**config.mk**
```make
export PLATFORM = sky130hd
export DESIGN_NAME = rlp_transaction_validator_core_flat
export DESIGN_NICKNAME = d
export VERILOG_FILES = /design/src/sv/rlpv_pkg.sv /design/src/sv/rlpv_if.sv /design/src/sv/rlpv_parse.sv /design/src/sv/rlp_transaction_validator_core.sv /design/src/flat_wrapper.sv
export VERILOG_INCLUDE_DIRS = /design/src /design/src/sv
export SDC_FILE = /design/constraint.sdc
export NUM_CORES = 1
export LEC_CHECK = 0
export ABC_AREA = 1
export ABC_CLOCK_PERIOD_IN_PS = 8680
export BUFFER_PORTS_ARGS = -buffer_cell sky130_fd_sc_hd__clkbuf_2
export CORE_MARGIN = 10
export CORE_UTILIZATION = 40
export DETAILED_ROUTE_END_ITERATION = 7
export SLEW_MARGIN = 20
export SYNTH_ARGS = -nofsm -noshare
export SYNTH_HDL_FRONTEND = slang
export SYNTH_SLANG_ARGS = --single-unit
```
**constraint.sdc**
```tcl
create_clock -name i_clk -period 8.68 [get_ports i_clk]
set_input_delay 0 -clock i_clk [delete_from_list [all_inputs] [get_ports i_clk]]
set_output_delay 0 -clock i_clk [all_outputs]
set_load 0.01 [all_outputs]
```
**src/sv/rlp_transaction_validator_core_defines.svh**
```systemverilog
// assertion macros for the transaction validator
`ifndef RLP_TRANSACTION_VALIDATOR_CORE_DEFINES_SVH
`define RLP_TRANSACTION_VALIDATOR_CORE_DEFINES_SVH

// same-cycle implication, checked out of reset
`define RLPV_ASSERT_IMP(label, clk, rst_n, ante, cons) \
    label: assert property (@(posedge clk) disable iff (!(rst_n)) (ante) |-> (cons)) \
        else $error("rlpv check failed");

// next-cycle implication, checked out of reset
`define RLPV_ASSERT_NEXT(label, clk, rst_n, ante, cons) \
    label: assert property (@(posedge clk) disable iff (!(rst_n)) (ante) |=> (cons)) \
        else $error("rlpv check failed");

`endif

```
**src/sv/rlpv_pkg.sv**
```systemverilog
// shared types, codes and helpers for the transaction validator
`default_nettype none

package rlpv_pkg;

    localparam int unsigned ACC_W = 32;
    localparam int unsigned LENGTH_WIDTH_DEF = 31;

    typedef logic [3:0] t_field;
    typedef logic [2:0] t_verdict;

    localparam t_field FLD_OUTER     = 4'd0;
    localparam t_field FLD_NONCE     = 4'd1;
    localparam t_field FLD_GAS_PRICE = 4'd2;
    localparam t_field FLD_GAS_LIMIT = 4'd3;
    localparam t_field FLD_ADDRESS   = 4'd4;
    localparam t_field FLD_VALUE     = 4'd5;
    localparam t_field FLD_DATA      = 4'd6;
    localparam t_field FLD_V         = 4'd7;
    localparam t_field FLD_R         = 4'd8;
    localparam t_field FLD_S         = 4'd9;
    localparam t_field FLD_DONE      = 4'd10;

    localparam t_verdict VERD_PENDING    = 3'd0;
    localparam t_verdict VERD_VALID      = 3'd1;
    localparam t_verdict VERD_BAD_PREFIX = 3'd2;
    localparam t_verdict VERD_BAD_LENGTH = 3'd3;
    localparam t_verdict VERD_BOUND      = 3'd4;

    localparam logic [7:0] PFX_STRING      = 8'h80;
    localparam logic [7:0] PFX_STRING_LONG = 8'hb8;
    localparam logic [7:0] PFX_LIST        = 8'hc0;
    localparam logic [7:0] PFX_LIST_LONG   = 8'hf8;
    localparam logic [5:0] PFX_LOW_MAX     = 6'h3b;
    localparam logic [5:0] PFX_LONG_BASE   = 6'h37;

    localparam logic [ACC_W-1:0] MAX_NUM_LEN = 32'd32;
    localparam logic [ACC_W-1:0] ADDR_LEN    = 32'd20;
    localparam logic [ACC_W-1:0] V_LEN       = 32'd1;

    typedef struct packed {
        t_field     field_index;
        logic [2:0] hdr_left;
        logic       in_payload;
        t_verdict   err;
    } t_ctl;

    function automatic logic len_ok(input t_field f, input logic [ACC_W-1:0] len);
        logic ok;
        case (f)
            FLD_NONCE, FLD_GAS_PRICE, FLD_GAS_LIMIT, FLD_VALUE: ok = (len <= MAX_NUM_LEN);
            FLD_ADDRESS: ok = (len == ADDR_LEN);
            FLD_V:       ok = (len == V_LEN);
            FLD_R, FLD_S: ok = (len == '0);
            default:     ok = 1'b1;
        endcase
        return ok;
    endfunction

endpackage

`default_nettype wire

```
**src/sv/rlpv_if.sv**
```systemverilog
// handshake channels for input bytes and tagged result items
`default_nettype none

interface rlpv_in_if;
    logic       valid;
    logic       ready;
    logic [7:0] data_byte;
    logic       last_byte;

    modport source (output valid, output data_byte, output last_byte, input ready);
    modport sink (input valid, input data_byte, input last_byte, output ready);
endinterface

interface rlpv_out_if;
    logic                valid;
    logic                ready;
    logic [7:0]          byte_out;
    rlpv_pkg::t_field    field_tag;
    logic                is_header;
    logic                end_of_tx;
    rlpv_pkg::t_verdict  verdict;

    modport source (output valid, output byte_out, output field_tag, output is_header,
                    output end_of_tx, output verdict, input ready);
    modport sink (input valid, input byte_out, input field_tag, input is_header,
                  input end_of_tx, input verdict, output ready);
endinterface

`default_nettype wire

```
**src/sv/rlpv_parse.sv**
```systemverilog
// per-byte parse step: next parser state and result tags for one item
`default_nettype none

module rlpv_parse #(
    parameter int unsigned LENGTH_WIDTH = rlpv_pkg::LENGTH_WIDTH_DEF
) (
    input  rlpv_pkg::t_ctl                i_ctl,
    input  logic [rlpv_pkg::ACC_W-1:0]    i_item,
    input  logic [LENGTH_WIDTH-1:0]       i_outer,
    input  logic [7:0]                    i_byte,
    input  logic                          i_last,
    output rlpv_pkg::t_ctl                o_ctl,
    output logic [rlpv_pkg::ACC_W-1:0]    o_item,
    output logic [LENGTH_WIDTH-1:0]       o_outer,
    output rlpv_pkg::t_field              o_tag,
    output logic                          o_hdr,
    output rlpv_pkg::t_verdict            o_verdict
);

    rlpv_pkg::t_ctl                 ctl;
    logic [rlpv_pkg::ACC_W-1:0]     item;
    logic [LENGTH_WIDTH-1:0]        outer;
    logic                           do_hd;
    logic                           do_done;
    logic [rlpv_pkg::ACC_W-1:0]     hd_len;
    logic [5:0]                     low;
    logic [5:0]                     hdr_cnt;
    logic                           is_short;

    always_comb begin
        ctl      = i_ctl;
        item     = i_item;
        outer    = i_outer;
        do_hd    = 1'b0;
        do_done  = 1'b0;
        hd_len   = '0;
        o_hdr    = 1'b0;
        low      = i_byte[5:0];
        hdr_cnt  = low - rlpv_pkg::PFX_LONG_BASE;
        is_short = (i_byte < rlpv_pkg::PFX_STRING_LONG)
                || (i_byte >= rlpv_pkg::PFX_LIST && i_byte < rlpv_pkg::PFX_LIST_LONG);
        o_tag    = (i_ctl.field_index < rlpv_pkg::FLD_DONE) ? i_ctl.field_index
                                                            : rlpv_pkg::FLD_OUTER;

        if (i_ctl.err == rlpv_pkg::VERD_PENDING) begin
            if (i_ctl.field_index >= rlpv_pkg::FLD_DONE) begin
                ctl.err = rlpv_pkg::VERD_BOUND;
            end else if (i_ctl.field_index != rlpv_pkg::FLD_OUTER && i_outer == '0) begin
                ctl.err = rlpv_pkg::VERD_BOUND;
            end else begin
                if (i_ctl.field_index != rlpv_pkg::FLD_OUTER) begin
                    outer = i_outer - 1'b1;
                end
                if (i_ctl.hdr_left != '0) begin
                    o_hdr        = 1'b1;
                    item         = {i_item[rlpv_pkg::ACC_W-9:0], i_byte};
                    ctl.hdr_left = i_ctl.hdr_left - 1'b1;
                    if (ctl.hdr_left == '0) begin
                        do_hd  = 1'b1;
                        hd_len = item;
                    end
                end else if (i_ctl.in_payload) begin
                    item = i_item - 1'b1;
                    if (item == '0) begin
                        do_done = 1'b1;
                    end
                end else if (i_byte < rlpv_pkg::PFX_STRING) begin
                    // single byte item
                    if (i_ctl.field_index == rlpv_pkg::FLD_OUTER) begin
                        outer   = '0;
                        do_done = 1'b1;
                    end else if (!rlpv_pkg::len_ok(i_ctl.field_index, rlpv_pkg::V_LEN)) begin
                        ctl.err = rlpv_pkg::VERD_BAD_LENGTH;
                    end else begin
                        do_done = 1'b1;
                    end
                end else begin
                    o_hdr = 1'b1;
                    if (is_short) begin
                        do_hd  = 1'b1;
                        hd_len = {{(rlpv_pkg::ACC_W-6){1'b0}}, low};
                    end else if (low > rlpv_pkg::PFX_LOW_MAX) begin
                        ctl.err = rlpv_pkg::VERD_BAD_PREFIX;
                    end else begin
                        ctl.hdr_left = hdr_cnt[2:0];
                        item         = '0;
                    end
                end
            end
        end

        // header complete: range, outer fit, empty item
        if (do_hd) begin
            if ((|hd_len[rlpv_pkg::ACC_W-1:LENGTH_WIDTH])
                    || !rlpv_pkg::len_ok(ctl.field_index, hd_len)) begin
                ctl.err = rlpv_pkg::VERD_BAD_LENGTH;
            end else if (ctl.field_index == rlpv_pkg::FLD_OUTER) begin
                outer           = hd_len[LENGTH_WIDTH-1:0];
                ctl.field_index = rlpv_pkg::FLD_NONCE;
                ctl.in_payload  = 1'b0;
            end else if (hd_len[LENGTH_WIDTH-1:0] > outer) begin
                ctl.err = rlpv_pkg::VERD_BOUND;
            end else if (hd_len == '0) begin
                do_done = 1'b1;
            end else begin
                item           = hd_len;
                ctl.in_payload = 1'b1;
            end
        end

        if (do_done) begin
            ctl.field_index = ctl.field_index + 1'b1;
            ctl.in_payload  = 1'b0;
            item            = '0;
        end

        o_verdict = rlpv_pkg::VERD_PENDING;
        if (i_last) begin
            if (ctl.err != rlpv_pkg::VERD_PENDING) begin
                o_verdict = ctl.err;
            end else if (ctl.field_index == rlpv_pkg::FLD_DONE && outer == '0) begin
                o_verdict = rlpv_pkg::VERD_VALID;
            end else begin
                o_verdict = rlpv_pkg::VERD_BOUND;
            end
        end

        // back to the start for the next transaction
        if (i_last) begin
            o_ctl   = '0;
            o_item  = '0;
            o_outer = '0;
        end else begin
            o_ctl   = ctl;
            o_item  = item;
            o_outer = outer;
        end
    end

endmodule

`default_nettype wire

```
**src/sv/rlp_transaction_validator_core.sv**
```systemverilog
// an accepted byte is held in the input register, then shows as a result item in the result register
// throughput: one byte per cycle unless the output stalls; parse state updates as a byte leaves the input register
// ready to the input drops only while both the input and result registers hold items
// reset clears the parse state and both valid flags; the block then expects an outer header
// after the result for the last byte the state returns to its reset values
`default_nettype none
`include "rlp_transaction_validator_core_defines.svh"

module rlp_transaction_validator_core #(
    parameter int unsigned LENGTH_WIDTH = rlpv_pkg::LENGTH_WIDTH_DEF
) (
    input  logic        i_clk,
    input  logic        i_rst_n,
    rlpv_in_if.sink     i_in,
    rlpv_out_if.source  o_out
);

    logic                           r_in_valid;
    logic [7:0]                     r_in_byte;
    logic                           r_in_last;

    logic                           r_out_valid;
    logic [7:0]                     r_out_byte;
    rlpv_pkg::t_field               r_out_tag;
    logic                           r_out_hdr;
    logic                           r_out_last;
    rlpv_pkg::t_verdict             r_out_verdict;

    rlpv_pkg::t_ctl                 r_ctl;
    logic [rlpv_pkg::ACC_W-1:0]     r_item;
    logic [LENGTH_WIDTH-1:0]        r_outer;

    rlpv_pkg::t_ctl                 n_ctl;
    logic [rlpv_pkg::ACC_W-1:0]     n_item;
    logic [LENGTH_WIDTH-1:0]        n_outer;
    rlpv_pkg::t_field               n_tag;
    logic                           n_hdr;
    rlpv_pkg::t_verdict             n_verdict;

    logic                           out_free;
    logic                           stage_go;
    logic                           in_acc;

    assign out_free = !r_out_valid || o_out.ready;
    assign stage_go = r_in_valid && out_free;
    assign i_in.ready = !r_in_valid || out_free;
    assign in_acc = i_in.valid && i_in.ready;

    rlpv_parse #(
        .LENGTH_WIDTH (LENGTH_WIDTH)
    ) u_parse (
        .i_ctl     (r_ctl),
        .i_item    (r_item),
        .i_outer   (r_outer),
        .i_byte    (r_in_byte),
        .i_last    (r_in_last),
        .o_ctl     (n_ctl),
        .o_item    (n_item),
        .o_outer   (n_outer),
        .o_tag     (n_tag),
        .o_hdr     (n_hdr),
        .o_verdict (n_verdict)
    );

    always_ff @(posedge i_clk) begin
        if (!i_rst_n) begin
            r_in_valid  <= 1'b0;
            r_out_valid <= 1'b0;
            r_ctl       <= '0;
            r_item      <= '0;
            r_outer     <= '0;
        end else begin
            if (in_acc) begin
                r_in_valid <= 1'b1;
            end else if (stage_go) begin
                r_in_valid <= 1'b0;
            end
            if (stage_go) begin
                r_out_valid <= 1'b1;
                r_ctl       <= n_ctl;
                r_item      <= n_item;
                r_outer     <= n_outer;
            end else if (o_out.ready) begin
                r_out_valid <= 1'b0;
            end
        end
    end

    always_ff @(posedge i_clk) begin
        if (in_acc) begin
            r_in_byte <= i_in.data_byte;
            r_in_last <= i_in.last_byte;
        end
        if (stage_go) begin
            r_out_byte    <= r_in_byte;
            r_out_tag     <= n_tag;
            r_out_hdr     <= n_hdr;
            r_out_last    <= r_in_last;
            r_out_verdict <= n_verdict;
        end
    end

    assign o_out.valid     = r_out_valid;
    assign o_out.byte_out  = r_out_byte;
    assign o_out.field_tag = r_out_tag;
    assign o_out.is_header = r_out_hdr;
    assign o_out.end_of_tx = r_out_last;
    assign o_out.verdict   = r_out_verdict;

    // state returns to start after the last byte of a transaction
    `RLPV_ASSERT_NEXT(a_reset_after_last, i_clk, i_rst_n, stage_go && r_in_last,
        r_ctl == '0 && r_outer == '0)
    // verdict only on the final byte
    `RLPV_ASSERT_IMP(a_verdict_on_last, i_clk, i_rst_n, r_out_valid && !r_out_last,
        r_out_verdict == rlpv_pkg::VERD_PENDING)
    // first error is kept until the transaction ends
    `RLPV_ASSERT_NEXT(a_error_sticky, i_clk, i_rst_n,
        r_ctl.err != rlpv_pkg::VERD_PENDING && !(stage_go && r_in_last),
        $stable(r_ctl.err))
    // long form has at most four length bytes
    `RLPV_ASSERT_IMP(a_hdr_left_range, i_clk, i_rst_n, r_ctl.hdr_left != '0,
        r_ctl.hdr_left <= 3'd4)

endmodule

`default_nettype wire
```
**src/flat_wrapper.sv**
```systemverilog
// flat-port wrapper written by rule: the top's interface ports become plain ports
module rlp_transaction_validator_core_flat 
#(
    parameter int unsigned LENGTH_WIDTH = rlpv_pkg::LENGTH_WIDTH_DEF
)
  (i_clk, i_rst_n, i_in_valid, i_in_data_byte, i_in_last_byte, i_in_ready, o_out_valid, o_out_byte_out, o_out_field_tag, o_out_is_header, o_out_end_of_tx, o_out_verdict, o_out_ready);
  rlpv_in_if i_in_i ();
  rlpv_out_if o_out_i ();
  input  logic i_clk;
  input  logic i_rst_n;
  input wire logic [$bits(i_in_i.valid)-1:0] i_in_valid;
  input wire logic [$bits(i_in_i.data_byte)-1:0] i_in_data_byte;
  input wire logic [$bits(i_in_i.last_byte)-1:0] i_in_last_byte;
  output wire logic [$bits(i_in_i.ready)-1:0] i_in_ready;
  output wire logic [$bits(o_out_i.valid)-1:0] o_out_valid;
  output wire logic [$bits(o_out_i.byte_out)-1:0] o_out_byte_out;
  output wire logic [$bits(o_out_i.field_tag)-1:0] o_out_field_tag;
  output wire logic [$bits(o_out_i.is_header)-1:0] o_out_is_header;
  output wire logic [$bits(o_out_i.end_of_tx)-1:0] o_out_end_of_tx;
  output wire logic [$bits(o_out_i.verdict)-1:0] o_out_verdict;
  input wire logic [$bits(o_out_i.ready)-1:0] o_out_ready;
  assign i_in_i.valid = i_in_valid;
  assign i_in_i.data_byte = i_in_data_byte;
  assign i_in_i.last_byte = i_in_last_byte;
  assign i_in_ready = i_in_i.ready;
  assign o_out_valid = o_out_i.valid;
  assign o_out_byte_out = o_out_i.byte_out;
  assign o_out_field_tag = o_out_i.field_tag;
  assign o_out_is_header = o_out_i.is_header;
  assign o_out_end_of_tx = o_out_i.end_of_tx;
  assign o_out_verdict = o_out_i.verdict;
  assign o_out_i.ready = o_out_ready;
  rlp_transaction_validator_core #(.LENGTH_WIDTH(LENGTH_WIDTH)) u_core (.i_clk(i_clk), .i_rst_n(i_rst_n), .i_in(i_in_i), .o_out(o_out_i));
endmodule
```
==> impl_metrics.xml <==
<?xml version="1.0" encoding="UTF-8"?>
<metrics>
  <group name="outcome">
    <metric name="outcome" unit="">completed</metric>
  </group>
  <group name="synthesis">
    <metric name="synth_edf_count" unit="">26</metric>
    <metric name="ys_seq_area_share" unit="%">26.04</metric>
    <metric name="async_reset_ff_share" unit="%">0</metric>
    <metric name="synth.top_cell.area_share" unit="%">17.29</metric>
    <metric name="syn_area" unit="um^2">8917</metric>
    <metric name="ys_top_cells_by_area" unit="">sky130_fd_sc_hd__dfxtp_1, sky130_fd_sc_hd__nand2_1, sky130_fd_sc_hd__edfxtp_1</metric>
    <metric name="synth-seq-cells" unit="">103</metric>
    <metric name="synthesis.nets" unit="">1447</metric>
    <metric name="yosys_most_used_dff" unit="">sky130_fd_sc_hd__dfxtp_1</metric>
    <metric name="synth_cell_type_count" unit="">47</metric>
    <metric name="avgSynthCellArea" unit="um^2">6.397</metric>
    <metric name="postSynthCellCount" unit="">1394</metric>
    <metric name="synth_common_cells" unit="">sky130_fd_sc_hd__nand2_1, sky130_fd_sc_hd__inv_1, sky130_fd_sc_hd__nor2_1, sky130_fd_sc_hd__a21oi_1, sky130_fd_sc_hd__nand3_1</metric>
    <metric name="post-synth-top-area-cell" unit="">sky130_fd_sc_hd__dfxtp_1</metric>
    <metric name="yosysMostFrequentCell" unit="">sky130_fd_sc_hd__nand2_1</metric>
    <metric name="synth.yosys.warnings" unit="">0</metric>
  </group>
  <group name="floorplanning">
    <metric name="dieHeight" unit="um">169.3</metric>
    <metric name="rows" unit="">54</metric>
    <metric name="boundaryPins" unit="">32</metric>
    <metric name="design.die.area" unit="um^2">28670</metric>
    <metric name="x_dimension_of_the_die" unit="um">169.3</metric>
    <metric name="initial_utilization" unit="%">40.74</metric>
    <metric name="coreArea" unit="um^2">21890</metric>
  </group>
  <group name="detailed_routing">
    <metric name="antenna_left" unit="">0</metric>
    <metric name="vias_per_cell" unit="">5.633</metric>
    <metric name="postRouteWirelength" unit="um">29380</metric>
    <metric name="drc" unit="">0</metric>
    <metric name="drt_pass1_iterations" unit="">6</metric>
    <metric name="detail_route.wl_per_cell" unit="um">17.60</metric>
    <metric name="routed-via-count" unit="">9401</metric>
    <metric name="detail_route.iter0.violations" unit="">888</metric>
  </group>
  <group name="timing">
    <metric name="final_period_minus_worst_setup_slack" unit="ns">5.553</metric>
    <metric name="setup_total_negative_slack" unit="ns">0</metric>
    <metric name="relSlewSlack" unit="%">40.43</metric>
    <metric name="layout_setup_ws" unit="ns">3.127</metric>
    <metric name="clock.fmax" unit="MHz">180.1</metric>
    <metric name="min_period_over_period" unit="%">63.97</metric>
    <metric name="rsz_0062_raised_after_global_routing" unit="">no</metric>
    <metric name="report.final.hold_viol_count" unit="">0</metric>
    <metric name="number_of_setup_violations_in_the_final_report" unit="">0</metric>
    <metric name="worst_slew_pin_slew" unit="ns">0.8936</metric>
    <metric name="final-max-slew-violation-count" unit="">0</metric>
    <metric name="worst_clock_skew" unit="ns">0.01056</metric>
  </group>
  <group name="worst_setup_path">
    <metric name="worst-path-max-fanout" unit="">61</metric>
    <metric name="crit_required" unit="ns">8.97</metric>
    <metric name="worst_ep_arrival_time" unit="ns">5.84</metric>
    <metric name="endpoint_type_of_the_worst_setup_path" unit="">register</metric>
    <metric name="worst_setup_path_start_kind" unit="">register</metric>
    <metric name="worstSetupPathType" unit="">reg -&gt; reg</metric>
  </group>
  <group name="placement">
    <metric name="gp_congestion" unit="">0.9160</metric>
    <metric name="numPortBuffers" unit="">31</metric>
    <metric name="dpl-instance-area" unit="um^2">9134</metric>
    <metric name="detailedPlace.worstSlack" unit="ns">3.085</metric>
    <metric name="hpwlAfterDp" unit="um">21730</metric>
  </group>
  <group name="layout">
    <metric name="syn2layout_area_growth" unit="%">7.002</metric>
    <metric name="post-route-util" unit="%">43.59</metric>
    <metric name="fin_area" unit="um^2">9542</metric>
    <metric name="finish.net_count" unit="">1437</metric>
    <metric name="drive_gt1_share" unit="%">8.063</metric>
    <metric name="num_antenna_cells" unit="">0</metric>
  </group>
  <group name="flow_run">
    <metric name="max_cap_violations" unit="">0</metric>
  </group>
  <group name="global_routing">
    <metric name="grt_max_degree" unit="">74</metric>
    <metric name="globalRouteOverflowTotal" unit="">0</metric>
    <metric name="grt_first_pass_wirelength" unit="um">47620</metric>
    <metric name="grt_antenna_before_repair" unit="">0</metric>
    <metric name="first_global_vias" unit="">8875</metric>
    <metric name="grt_use_total" unit="%">20.35</metric>
  </group>
  <group name="clocking">
    <metric name="clk-insertion-delay-late" unit="ns">0.36</metric>
    <metric name="clkSinkCount" unit="">103</metric>
    <metric name="tritoncts_buffer_count" unit="">9</metric>
    <metric name="cts_tree" unit="">built</metric>
    <metric name="h-tree-depth" unit="">3</metric>
    <metric name="buffer_depth_of_the_longest_clock_path" unit="">2</metric>
    <metric name="clock_transition_at_the_registers_of_the_reported_paths" unit="ns">0.08</metric>
    <metric name="cts-resized-gates" unit="">0</metric>
    <metric name="root_buffer" unit="">sky130_fd_sc_hd__clkbuf_16</metric>
  </group>
  <group name="power_and_ir_drop">
    <metric name="power_density" unit="nW/um^2">169.9</metric>
    <metric name="power.static_leakage" unit="nW">4.409</metric>
    <metric name="finalPower" unit="mW">1.621</metric>
    <metric name="vdd_ir_drop_max" unit="V">0.0001099</metric>
  </group>
  <group name="worst_hold_path">
    <metric name="hold_class" unit="">in -&gt; reg</metric>
  </group>
</metrics>
state kept, by name (all words and copies together) (netlist names), named ones only:
register,count
u_core.r_item,32
u_core.r_outer,31
u_core.r_ctl,11
u_core.o_out.byte_out,8
u_core.r_in_byte,8
u_core.o_out.field_tag,4
u_core.o_out.verdict,3
u_core.o_out.end_of_tx,1
u_core.o_out.is_header,1
u_core.o_out.valid,1
u_core.r_in_last,1
u_core.r_in_valid,1
metrics by stage:
step,cells,hold slack [ns]
floorplan,1394,0.09887
global placement,1640,0.1768
detailed placement,1640,0.1787
CTS,1669,0.3403
global route,1669,0.3591
finish,1669,0.3523
cells by family after synthesis:
group / after synthesis / share of synthesized area [%]
and+or+nand+nor: 656 / 33.13
adders and majority gates: 40 / 5.612
DFF: 103 / 26.04
AOI/OAI and AO/OA: 318 / 20.63
buffers and inverters: 240 / 10.96
xor gates and xnor gates: 37 / 3.634
worst paths after layout:
path | startpoint | to | slack [ns] | cells after the start
setup / recovery | u_core.r_ctl[4]$_SDFFE_PN0P_ | u_core.r_item[28]$_SDFFE_PN0P_ | 3.13 | 24
setup reg to reg | u_core.r_ctl[4]$_SDFFE_PN0P_ | u_core.r_item[28]$_SDFFE_PN0P_ | 3.13 | 24
hold / removal | i_in_last_byte | u_core.r_in_last$_DFFE_PP_ | 0.35 | 2
hold reg to reg | u_core.r_outer[1]$_SDFFE_PN0P_ | u_core.r_outer[1]$_SDFFE_PN0P_ | 0.47 | 2
cell type report:
cell class,instances,area (um^2)
well taps,280,350.3
fillers,2411,12350
clock buffers,9,225.2
clock inverters,7,52.55
repair buffers,51,337.8
inverters,168,630.6
flip-flops and latches,103,2322
multi-input cells,1051,5623
worst max-delay path, cell delays in order (launching register included):
cell	delay (ns)
sky130_fd_sc_hd__dfxtp_1	0.35
sky130_fd_sc_hd__inv_1	0.08
sky130_fd_sc_hd__ha_1	0.21
sky130_fd_sc_hd__nand2_2	0.23
sky130_fd_sc_hd__inv_2	0.39
sky130_fd_sc_hd__nor2_1	0.26
sky130_fd_sc_hd__nand2_1	0.13
sky130_fd_sc_hd__inv_1	0.67
sky130_fd_sc_hd__nand3_1	0.32
sky130_fd_sc_hd__inv_1	0.12
sky130_fd_sc_hd__ha_1	0.15
sky130_fd_sc_hd__nand4_1	0.12
sky130_fd_sc_hd__nor3b_1	0.33
sky130_fd_sc_hd__nand2_1	0.13
sky130_fd_sc_hd__nor4_1	0.18
sky130_fd_sc_hd__nand2_1	0.08
sky130_fd_sc_hd__a21oi_1	0.26
sky130_fd_sc_hd__nor2_1	0.09
sky130_fd_sc_hd__nand3_1	0.21
sky130_fd_sc_hd__nand2_2	0.15
sky130_fd_sc_hd__nor2_4	0.27
sky130_fd_sc_hd__inv_2	0.26
sky130_fd_sc_hd__a21oi_1	0.21
sky130_fd_sc_hd__o21ai_0	0.11
sky130_fd_sc_hd__a21oi_1	0.15
what timing repair did:
item | CTS | global route
endpoints found under the hold margin | 14 | 0
hold buffers | 13 | 0
buffers inserted | 0 | 0
placed cells by master, fill, tap and decap left out, types with 29 or more instances in the layout:
cell / count
sky130_fd_sc_hd__nand2_1: 269
sky130_fd_sc_hd__inv_1: 157
sky130_fd_sc_hd__nor2_1: 141
sky130_fd_sc_hd__a21oi_1: 132
sky130_fd_sc_hd__nand3_1: 121
sky130_fd_sc_hd__o21ai_0: 81
sky130_fd_sc_hd__dfxtp_1: 77
sky130_fd_sc_hd__ha_1: 40
sky130_fd_sc_hd__nand4_1: 38
sky130_fd_sc_hd__xor2_1: 34
sky130_fd_sc_hd__clkbuf_2: 31
sky130_fd_sc_hd__nor3_1: 29
metal layers:
| layer | GRT usage (%) | vias to the layer above | routed length (um) |
|---|---|---|---|
| met5 | 0 | - | 0 |
| met4 | 6.979 | 0 | 777 |
| met3 | 2.362 | 49 | 1338 |
| met2 | 34.61 | 280 | 14080 |
| met1 | 26.07 | 4350 | 13180 |
| li1 | - | 4722 | - |
power breakdown:
part / switching, mW / leakage, nW / total (mW) / internal (mW)
registers: 0.0284 / 0.872 / 0.541 / 0.513
logic: 0.457 / 3.40 / 0.677 / 0.220
clock network: 0.205 / 0.134 / 0.403 / 0.198
total: 0.690 / 4.41 / 1.62 / 0.931
No activity file was read; power rests on OpenSTA's default activity.
